===== src/rtl/core/rhwf_pkg.sv =====
// Shared types, codes and constants of the right-hand wall follower.
`timescale 1ns / 1ps
`default_nettype none

package rhwf_pkg;

   localparam int POS_W         = 6;
   localparam int MAX_SIDE      = 64;
   localparam int DEF_GRID_COLS = 64;
   localparam int DEF_GRID_ROWS = 64;
   localparam int CSR_ADDR_W    = 3;
   localparam int CSR_DATA_W    = 6;
   localparam int MARK_W        = 4;

   localparam logic OP_STEP    = 1'b0;
   localparam logic OP_RESTART = 1'b1;

   localparam logic [CSR_ADDR_W-1:0] CSR_START_COL = 3'd0;
   localparam logic [CSR_ADDR_W-1:0] CSR_START_ROW = 3'd1;
   localparam logic [CSR_ADDR_W-1:0] CSR_START_DIR = 3'd2;
   localparam logic [CSR_ADDR_W-1:0] CSR_GOAL_COL  = 3'd3;
   localparam logic [CSR_ADDR_W-1:0] CSR_GOAL_ROW  = 3'd4;

   typedef enum logic [1:0] {
      ST_RUN  = 2'd0,
      ST_GOAL = 2'd1,
      ST_LOOP = 2'd2,
      ST_OFF  = 2'd3
   } status_type;

   typedef struct packed {
      logic [POS_W-1:0] start_col;
      logic [POS_W-1:0] start_row;
      logic [1:0]       start_dir;
      logic [POS_W-1:0] goal_col;
      logic [POS_W-1:0] goal_row;
   } cfg_type;

   typedef struct packed {
      logic [POS_W-1:0] col;
      logic [POS_W-1:0] row;
      logic [1:0]       heading;
      logic             turned_last;
      status_type       status;
   } walker_type;

   typedef struct packed {
      logic              restart;
      logic              moved;
      logic              mark_we;
      logic [MARK_W-1:0] mark_wdata;
   } step_ctl_type;

   localparam cfg_type CFG_RESET = '{
      start_col: 6'd0,
      start_row: 6'd0,
      start_dir: 2'd0,
      goal_col:  6'd63,
      goal_row:  6'd63
   };

endpackage

`default_nettype wire


===== src/rtl/core/rhwf_step.sv =====
// Next-state logic of one walker item: restart, off-grid, loop and goal checks, right-hand rule.
`timescale 1ns / 1ps
`default_nettype none

module rhwf_step
   import rhwf_pkg::*;
#(
   parameter int GRID_COLS = DEF_GRID_COLS,
   parameter int GRID_ROWS = DEF_GRID_ROWS
) (
   input  wire logic              opcode,
   input  wire logic [3:0]        open_dirs,
   input  wire cfg_type           cfg,
   input  wire walker_type        cur,
   input  wire logic [MARK_W-1:0] cur_mark,
   output walker_type             nxt,
   output step_ctl_type           ctl
);

   localparam int ColLim = (GRID_COLS < MAX_SIDE) ? GRID_COLS : MAX_SIDE;
   localparam int RowLim = (GRID_ROWS < MAX_SIDE) ? GRID_ROWS : MAX_SIDE;

   logic              cur_inside;
   logic              fwd_ok;
   logic [POS_W-1:0]  fwd_col;
   logic [POS_W-1:0]  fwd_row;
   logic [1:0]        right_dir;
   logic [1:0]        left_dir;
   logic [MARK_W-1:0] head_bit;

   assign cur_inside = ({1'b0, cur.col} < 7'(ColLim)) && ({1'b0, cur.row} < 7'(RowLim));
   assign right_dir  = cur.heading + 2'd1;
   assign left_dir   = cur.heading - 2'd1;
   assign head_bit   = MARK_W'(1) << cur.heading;

   always_comb begin
      fwd_col = cur.col;
      fwd_row = cur.row;
      fwd_ok  = 1'b0;
      case (cur.heading)
         2'd0: begin
            fwd_row = cur.row - 6'd1;
            fwd_ok  = (cur.row != '0);
         end
         2'd1: begin
            fwd_col = cur.col + 6'd1;
            fwd_ok  = (({1'b0, cur.col} + 7'd1) < 7'(ColLim));
         end
         2'd2: begin
            fwd_row = cur.row + 6'd1;
            fwd_ok  = (({1'b0, cur.row} + 7'd1) < 7'(RowLim));
         end
         default: begin
            fwd_col = cur.col - 6'd1;
            fwd_ok  = (cur.col != '0);
         end
      endcase
   end

   always_comb begin
      nxt            = cur;
      ctl.restart    = 1'b0;
      ctl.moved      = 1'b0;
      ctl.mark_we    = 1'b0;
      ctl.mark_wdata = cur_mark;
      if (opcode == OP_RESTART) begin
         nxt.col         = cfg.start_col;
         nxt.row         = cfg.start_row;
         nxt.heading     = cfg.start_dir;
         nxt.turned_last = 1'b0;
         nxt.status      = ST_RUN;
         ctl.restart     = 1'b1;
      end else if (cur.status == ST_RUN) begin
         if (!cur_inside) begin
            nxt.status = ST_OFF;
         end else if ((cur_mark & head_bit) != '0) begin
            nxt.status = ST_LOOP;
         end else if ((cur.col == cfg.goal_col) && (cur.row == cfg.goal_row)) begin
            nxt.status = ST_GOAL;
         end else if (cur.turned_last) begin
            nxt.turned_last = 1'b0;
            if (fwd_ok) begin
               nxt.col   = fwd_col;
               nxt.row   = fwd_row;
               ctl.moved = 1'b1;
            end else begin
               nxt.status = ST_OFF;
            end
         end else if (open_dirs[right_dir]) begin
            nxt.heading     = right_dir;
            nxt.turned_last = 1'b1;
         end else if (!open_dirs[cur.heading]) begin
            nxt.heading    = left_dir;
            ctl.mark_we    = 1'b1;
            ctl.mark_wdata = cur_mark | head_bit;
         end else begin
            ctl.mark_we    = 1'b1;
            ctl.mark_wdata = cur_mark | head_bit;
            if (fwd_ok) begin
               nxt.col   = fwd_col;
               nxt.row   = fwd_row;
               ctl.moved = 1'b1;
            end else begin
               nxt.status = ST_OFF;
            end
         end
      end
   end

endmodule

`default_nettype wire

===== config.mk =====
export PLATFORM = sky130hd
export DESIGN_NAME = rhwf_step
export DESIGN_NICKNAME = d
export VERILOG_FILES = /design/src/rtl/core/rhwf_pkg.sv /design/src/rtl/core/rhwf_step.sv
export SDC_FILE = /design/constraint.sdc
export NUM_CORES = 1
export LEC_CHECK = 0
export ABC_AREA = 1
export BUFFER_PORTS_ARGS = -buffer_cell sky130_fd_sc_hd__buf_2
export CORE_MARGIN = 4
export CORE_UTILIZATION = 40
export DETAILED_ROUTE_END_ITERATION = 7
export PLACE_DENSITY = 0.71
export SLEW_MARGIN = 0
export SYNTH_ARGS = -nofsm -noshare
export SYNTH_HDL_FRONTEND = slang
export SYNTH_SLANG_ARGS = --single-unit

===== constraint.sdc =====
create_clock -name vclk -period 4
set_input_delay 0.4 -clock vclk [all_inputs]
set_output_delay 0.4 -clock vclk [all_outputs]
set_load 0.02 [all_outputs]

== Word-level counts from Yosys, hierarchy flattened ==
Index checks and enable logic that the tools add are counted.
Storage, ports and cells
  flip-flop bits (word level): 0
  bits in latches: 0
  bits in writable memories: 0
  memory bits (read-only): 0
  output and inout bits: 24
  logic and storage cells: 61
  memories: 0
Operators by class
  add/sub/neg operators: 8
  multiply operators: 0
  div/mod/pow operators: 0
  $lt $le $gt $ge: 4
  eq/ne operators: 4
  shift-type cells: 1
  multiplexer cells: 35
  bitwise logic cells: 2
  reductions and logical operators: 7
Operators by type and width (count)
  $mux 12: 4
  $mux 17: 2
  $mux 15: 2
  $mux 6: 5
  $pmux 6 s2: 2
  $mux 2: 8
  $add 6x1->7 const B: 2
  $lt 7x7->1 const B: 2
  $add 6x1->6 const B: 2
  $eq 6x6->1: 2
  $reduce_bool 6->1: 2
  $sub 6x1->6 const B: 2
  $mux 1: 7
  $lt 2x3->1 const B: 2
  $mux 5: 1
  $and 4x4->4: 1
  $bmux 1 s2: 2
  $logic_not 2->1: 2
  $or 4x4->4: 1
  $reduce_bool 4->1: 1
  $shl 1x2->4 const A: 1
  $mux 3: 1
  $pmux 1 s3: 1
  $add 2x1->2 const B: 1
  other kinds (5): 5

== Logic depth before layout (Yosys ltp) ==
Gate-level depths: netlist (run 1).
  word-level depth: 11
  depth in mapped cells: 15
  mapped depth without buffers: 15

== Least setup slack after synthesis (run 1) ==
No wires, ideal clock.
  path type: input -> output
  from: input cur[4] (netlist bit)
  to: output nxt[14] (netlist bit)
  arrival: 2.014 ns
  slack: 1.586 ns
  cell stages on the path: 10
  buffers on the path: 0
  path through: inv_1 -> ha_1 -> inv_1 -> ha_1 -> a21o_1 -> a31oi_1 -> xor2_1 -> nand2_1 -> nand2_1 -> o21ai_1
RTL lines
  from (decl): line rhwf_step.sv:14  | input wire walker_type cur,
  to (decl): line rhwf_step.sv:16  | output walker_type nxt,

==> results of run 1 <==
-- placed cells by master (no fill, tap or decap), types with 5 or more instances in the layout --
cell type | Yosys | layout
a21oi_1 | 5 | 5
nand3_1 | 34 | 34
nand2_2 | 7 | 7
nand2_1 | 109 | 109
inv_2 | 7 | 7
buf_2 | 1 | 76
o21bai_1 | 5 | 5
inv_1 | 42 | 42
nand3_2 | 6 | 6
ha_1 | 12 | 12
nor2_1 | 19 | 19
xnor2_1 | 9 | 9
-- layer usage --
layer  up-vias  GRT usage (%)  share of wire (%)
li1       1052              -                  -
met1       789           25.7                 47
met2        71           31.8                 44
met3         8           1.58                6.9
met4         0           3.62                1.6
met5         -              0                  0
-- metrics by stage --
| step | cell area (sq um) | setup WS, ns | power, mW | std cells | utilization, % |
|---|---|---|---|---|---|
| 2_1_floorplan | 1550 | 1.59 | 0.166 | 292 | - |
| 3_3_place_gp | 1950 | 1.19 | 0.236 | 410 | 52.5 |
| 3_5_place_dp | 1950 | 1.18 | 0.239 | 410 | 52.5 |
| 4_1_cts | 1950 | 1.18 | 0.240 | 410 | 52.5 |
| 5_1_grt | 1950 | 0.962 | 0.272 | 410 | 52.5 |
| 6_report | 1950 | 1.17 | 0.239 | 410 | 52.5 |
-- synthesized netlist by cell type (2+ instances only) --
library cell,number,share of area [%]
a21o_1,3,1.5
a21oi_1,5,1.6
a31oi_1,2,0.81
buf_6,2,1.5
clkbuf_1,2,0.48
ha_1,12,9.7
inv_1,42,10
inv_2,7,1.7
nand2_1,109,26
nand2_2,7,2.8
nand2_4,2,1.5
nand3_1,34,11
nand3_2,6,3.9
nand4_1,4,1.6
nor2_1,19,4.6
nor2_4,2,1.5
o21ai_0,3,0.97
o21bai_1,5,2.4
xnor2_1,9,5.1
xor2_1,4,2.3
-- cell families after synthesis --
kind of cell,after synthesis
AND/OR/NAND/NOR,188
buffers and inverters,56
AO/OA/AOI/OAI,22
XOR/XNOR,13
adder cells (fa/ha/maj),13
-- worst max-delay path, stage by stage --
cell     delay [ns]
buf_2          0.15
inv_1          0.11
ha_1           0.25
inv_1          0.17
ha_1           0.38
a21o_1         0.21
nand2_1        0.07
nand3_1        0.08
nand2_1        0.06
nand2_1        0.05
inv_1          0.06
nand3_1        0.08
nand2_1        0.06
nand3_1        0.07
nand2_1        0.08
buf_2          0.15
-- layout make-up --
class / instances / area [sq um]
Multi-Input combinational cell: 236 / 1320
Timing Repair Buffer: 76 / 380
Inverter: 50 / 188
Fill cell: 417 / 1770
Tap cell: 48 / 60.1
-- power by group --
| group | internal [mW] | switching (mW) | leakage, nW |
|---|---|---|---|
| clock | 0 | 0 | 0 |
| combinational | 0.0912 | 0.147 | 1.22 |
| sequential | 0 | 0 | 0 |
| total | 0.0912 | 0.147 | 1.22 |
-- how the worst min path moves through the flow --
stage	startpoint	slack (ns)	cells past startpoint	endpoint
global route	cfg[15]	1.13	4	nxt[6]
CTS	cur_mark[0]	1.11	3	ctl[0]
finish	cur_mark[0]	1.11	3	ctl[0]
floorplan	opcode	0.91	1	ctl[6]
detailed placement	cur_mark[0]	1.11	3	ctl[0]
global placement	cur_mark[0]	1.11	3	ctl[0]
==> impl_metrics.toml, run 1 <==
[grt]
grt_overflow_total = 0
grt_pass1_vias = 1850
grt_max_degree = 20
antenna_found_initial = 0
grt_usage_pct = 18.8
grt_pass1_wl_um = 8090

[floorplanning]
core.rowCount = 22
core_area_sq_um = 3720
die_x_um = 70.3
die_h_um = 70.3
initial_core_util_pct = 41.8
io-pin-count = 76
die_area_sq_um = 4940

[status]
status = "completed"

[place]
portBuffers = 76
routabilityCongestion = 0.942
hpwl_um = 3830

[drt]
vias = 1920
via_per_inst = 4.68
dr.pass1.iters = 4
postRouteAntennaNets = 0
wl_um = 4490
wire_per_inst_um = 11.0
drc = 0
drt-initial-drc-count = 85

[synthesis]
yosys_warnings = 0
yosys.area_share.simple_pct = 57.3
synth_cell_types = 33
synth_xor_area_share_pct = 7.33
synth_mux_area_share_pct = 0
synth_area_per_cell_sq_um = 5.32
yosys.area_share.adder_pct = 11.0
yosysSeqAreaShare_pct = 0
synth_top_family_by_area = "simple AND/OR/NAND/NOR gates"
syn_nets = 357
synth_compound_area_share_pct = 9.59
syn-cell-area_sq_um = 1550
netlist_instances = 292

[sta]
tns_ns = 0
fin_crit_ns = 2.83
rsz0062_at_grt = "false"
fmax_ghz = 0.354
tightest_slew_ns = 0.587
setup_violations = 0
hold_viol_final = 0
drv_slew = 0
hold_ws_ns = 1.11
finalCritPeriodShare_pct = 70.7
slew_headroom_pct = 60.7

[job]
max_cap_violations = 0

[power]
powerDensity_nw_per_um2 = 122
ir_drop_uv = 53.3
p_leak_nw = 1.22

[worst_setup_path]
critPathRequiredTime_ns = 3.60
cp-startpoint = "cur[4]"
path_class = "in2out"
cp-start-kind = "input pin"
crit_path_end_kind = "output pin"
worstPathMaxFanout = 7
crit_end = "nxt[16]"
arrival_ns = 2.43

[layout]
syn_to_final_growth_pct = 25.6
n_sequential_cell = 0
n_antenna_cell = 0
ff_latch_area_sq_um = 0
finalNetCount = 429
layout-drive-gt1-share_pct = 29.0
clock_buffers = 0

[clock_network]
ctsHoldBuffers = 0
cts_setup_buffers = 0
cts_resized = 0

[worst_hold_path]
hold_path.class = "in2out"
Note: power is estimated with default switching activity, not from simulation.
==> run 2, diff against run 1 <==
==> constraint.sdc (replaced) <==
create_clock -name vclk -period 2.9
set_input_delay 0.29 -clock vclk [all_inputs]
set_output_delay 0.29 -clock vclk [all_outputs]
set_load 0.02 [all_outputs]
==> run 2 against run 1 <==
Net effect:
- clock-buffer cell count stayed put
- via count fell by 0.94%
- final area rose by 0.39%
- non-clock buffer count up 1
- die area did not move
- core utilization increased by 0.20 points
==> impl_metrics.toml, run 2 (synthesized netlist as in run 1, its figures left out) <==
[drt]
wire_per_inst_um = 11.1
postRouteAntennaNets = 0
via_per_inst = 4.63
dr.pass1.iters = 4
drc = 0
drt-initial-drc-count = 78
wl_um = 4570
vias = 1902

[grt]
antenna_found_initial = 0
grt_usage_pct = 18.9
grt_max_degree = 18
grt_pass1_vias = 1905
grt_pass1_wl_um = 8110
grt_overflow_total = 0

[sta]
rsz0062_at_grt = "false"
hold_ws_ns = 0.892
fmax_ghz = 0.388
tightest_slew_ns = 0.406
drv_slew = 0
hold_viol_final = 0
slew_headroom_pct = 72.7
setup_violations = 0
fin_crit_ns = 2.58
finalCritPeriodShare_pct = 88.8
tns_ns = 0

[clock_network]
cts_resized = 0
ctsHoldBuffers = 0
cts_setup_buffers = 0

[place]
place_area_sq_um = 1960
hpwl_um = 3880
portBuffers = 76
routabilityCongestion = 0.922

[layout]
finalNetCount = 430
clock_buffers = 0
n_sequential_cell = 0
ff_latch_area_sq_um = 0
multi_input_area_sq_um = 1320
n_antenna_cell = 0
final_common_cell = "nand2_1"
syn_to_final_growth_pct = 26.1
stdcell_area_sq_um = 1960
nFillCells = 419
layout-drive-gt1-share_pct = 29.2
layout_common_cells = "nand2_1 (109), buf_2 (76), inv_1 (42)"
final_util_pct = 52.7

[floorplanning]
io-pin-count = 76
initial_core_util_pct = 41.8
core.rowCount = 22
die_x_um = 70.3
die_h_um = 70.3
die_area_sq_um = 4940
core_area_sq_um = 3720

[worst_setup_path]
path_class = "in2out"
crit_path_end_kind = "output pin"
worstPathMaxFanout = 8
critPathRequiredTime_ns = 2.61
arrival_ns = 2.29
cp-start-kind = "input pin"

[status]
status = "completed"

[power]
p_leak_nw = 1.22
powerDensity_nw_per_um2 = 169
ir_drop_uv = 69.4
total_power_mw = 0.332

[worst_hold_path]
hold_path.class = "in2out"

[job]
max_cap_violations = 0
## run 2: changes by cell type in the layout (fill, tap and decap cells not counted)
cell	before	now
buf_4	0	1
## run 2: path summary, 6_finish.rpt
kind	end	slack [ns]	start	depth (start not counted)
hold / removal	ctl[0]	0.89	cur_mark[0]	3
setup / recovery	nxt[10]	0.32	cur[3]	13
## run 2: metal layers
layer  wire, um  vias to the layer above  track usage [%]
li1           -                     1053                -
met1       2170                      777             24.8
met2       2040                       66             33.2
met3        303                        6             2.01
met4         58                        0             3.40
met5          0                        -                0
## run 2: critical path, cell delays in order
cell	delay [ns]
buf_2	0.15
inv_2	0.14
ha_1	0.28
inv_1	0.13
ha_1	0.33
a21oi_1	0.15
a21boi_0	0.26
a21o_1	0.15
nand2_1	0.04
nand3_1	0.08
nand3_1	0.07
nand2_1	0.05
buf_2	0.15
## run 2: per-stage QoR
| stage | setup slack, ns | cells |
|---|---|---|
| 2_1_floorplan | 0.706 | 292 |
| 3_3_place_gp | 0.402 | 411 |
| 3_5_place_dp | 0.329 | 411 |
| 4_1_cts | 0.322 | 411 |
| 5_1_grt | 0.0763 | 411 |
| 6_report | 0.324 | 411 |
## run 2: layout make-up
cell class / instances / area share (%)
multi-input cells: 236 / 67.5
repair buffers: 77 / 19.8
inverters: 50 / 9.58
well taps: 48 / 3.07
## run 2: report_power, final
group,switching [mW],internal (mW),total [mW]
Sequential,0,0,0
Clock,0,0,0
Combinational,0.205,0.127,0.332
Total,0.205,0.127,0.332
==> run 3, diff against run 2 <==
--- a/config.mk
+++ b/config.mk
@@ -7,10 +7,11 @@
 export LEC_CHECK = 0
 export ABC_AREA = 1
 export BUFFER_PORTS_ARGS = -buffer_cell sky130_fd_sc_hd__buf_2
+export CAP_MARGIN = 20
 export CORE_MARGIN = 4
-export CORE_UTILIZATION = 40
+export CORE_UTILIZATION = 49
 export DETAILED_ROUTE_END_ITERATION = 7
-export PLACE_DENSITY = 0.71
+export PLACE_DENSITY = 0.84
 export SLEW_MARGIN = 0
 export SYNTH_ARGS = -nofsm -noshare
 export SYNTH_HDL_FRONTEND = slang
==> run 3 against run 2 <==
Net effect:
- non-clock buffer count did not move
- critical path depth rose by 3
- clock-buffer cell count did not move
- setup slack got worse by 0.057 ns
- critical endpoint is now nxt[16]
- largest cell class unchanged
==> impl_metrics.toml, run 3 (synthesized netlist as in run 1, its figures left out) <==
[layout]
finalNetCount = 430
layout_common_cells = "nand2_1 (109), buf_2 (76), inv_1 (42)"
n_sequential_cell = 0
n_antenna_cell = 0
nFillCells = 331
stdcell_area_sq_um = 1950
final_common_cell = "nand2_1"
final_cells = 407
clock_buffers = 0
layout-drive-gt1-share_pct = 29.2
ff_latch_area_sq_um = 0
syn_to_final_growth_pct = 25.8

[drt]
drc = 0
vias = 1985
wl_um = 4460
drt-initial-drc-count = 71
postRouteAntennaNets = 0
dr.pass1.iters = 4
via_per_inst = 4.88
wire_per_inst_um = 10.9

[floorplanning]
io-pin-count = 76
die_area_sq_um = 4130
core.rowCount = 20
die_x_um = 64.3
core_area_sq_um = 3050
die_h_um = 64.3
initial_core_util_pct = 50.9

[place]
place_area_sq_um = 1950
portBuffers = 76
routabilityCongestion = 0.990
placed_cells = 407
hpwl_um = 3810

[worst_setup_path]
crit_path_end_kind = "output pin"
cp-start-kind = "input pin"
path_class = "in2out"
crit_path_top_delay_cell = "ha_1"
crit_top_cell = "nand2_1"
max_stage_delay_ns = 0.34
arrival_ns = 2.34
worstPathMaxFanout = 7
worstPathCellList = "buf_2 -> inv_1 -> ha_1 -> inv_1 -> ha_1 -> a21o_1 -> nand2_1 -> nand3_1 -> nand2_1 -> nand2_1 -> inv_1 -> nand3_1 -> nand2_1 -> nand3_1 -> nand2_1 -> buf_2"
critPathRequiredTime_ns = 2.61

[sta]
setup_violations = 0
fmax_ghz = 0.380
hold_viol_final = 0
tightest_slew_ns = 0.413
tns_ns = 0
drv_slew = 0
slew_headroom_pct = 72.2
rsz0062_at_grt = "false"
hold_ws_ns = 0.890
finalCritPeriodShare_pct = 90.8
fin_crit_ns = 2.63

[job]
max_cap_violations = 0

[grt]
grt_pass1_vias = 1780
grt_usage_pct = 21.3
antenna_found_initial = 0
grt_max_degree = 18
grt_overflow_total = 0
grt_pass1_wl_um = 7510

[clock_network]
ctsHoldBuffers = 0
cts_setup_buffers = 0
cts_resized = 0

[power]
p_leak_nw = 1.22
power_frac_seq_pct = 0
powerDensity_nw_per_um2 = 170
combPwrFrac_pct = 100.0
total_power_mw = 0.331
ir_drop_uv = 79.4
p_int_mw = 0.127
p_sw_share_pct = 61.7
p_sw_mw = 0.205
clkPwrFrac_pct = 0

[worst_hold_path]
hold_path.class = "in2out"

[status]
status = "completed"
## run 3: cell counts in the layout (fill, tap and decap cells not counted)
Identical to the previous run, type by type.
## run 3: per-layer routing
metal	part of all wire (%)	up-vias	GRT usage [%]
li1	-	1053	-
met1	43	864	27.1
met3	7.1	4	1.93
met4	0.97	0	3.43
met5	0	-	0
met2	49	64	39.2
## run 3: worst max-delay path, delay by kind of cell
family,cells,cell delay (ns)
buf+inv,5,0.73
compound gates,1,0.22
fa+ha+maj,2,0.59
simple gates,8,0.53
## run 3: path summary, 6_finish.rpt
path / startpoint / end / slack (ns) / cells after the start
worst min-delay path: cfg[22] / nxt[13] / 0.89 / 4
worst max-delay path: cur[4] / nxt[16] / 0.27 / 16
## run 3: power by group through the flow
stage,clock network [mW],logic (mW),registers [mW]
after CTS,0,0.332,0
after global routing,0,0.372,0
after detailed placement,0,0.330,0
final,0,0.331,0
after floorplan,0,0.229,0
after global placement,0,0.324,0
## run 3: final cells by class
class                           count  area [sq um]  share of cell area (%)
Inverter                           50           188                    9.61
Multi-Input combinational cell    236          1320                    67.7
Tap cell                           44          55.1                    2.82
Timing Repair Buffer               77           388                    19.9
## run 3: per-stage QoR
stage | setup WS [ns] | utilization, %
CTS | 0.272 | 64.0
global placement | 0.295 | 64.0
detailed placement | 0.277 | 64.0
finish | 0.267 | 64.0
floorplan | 0.706 | -
global route | 0.0453 | 64.0
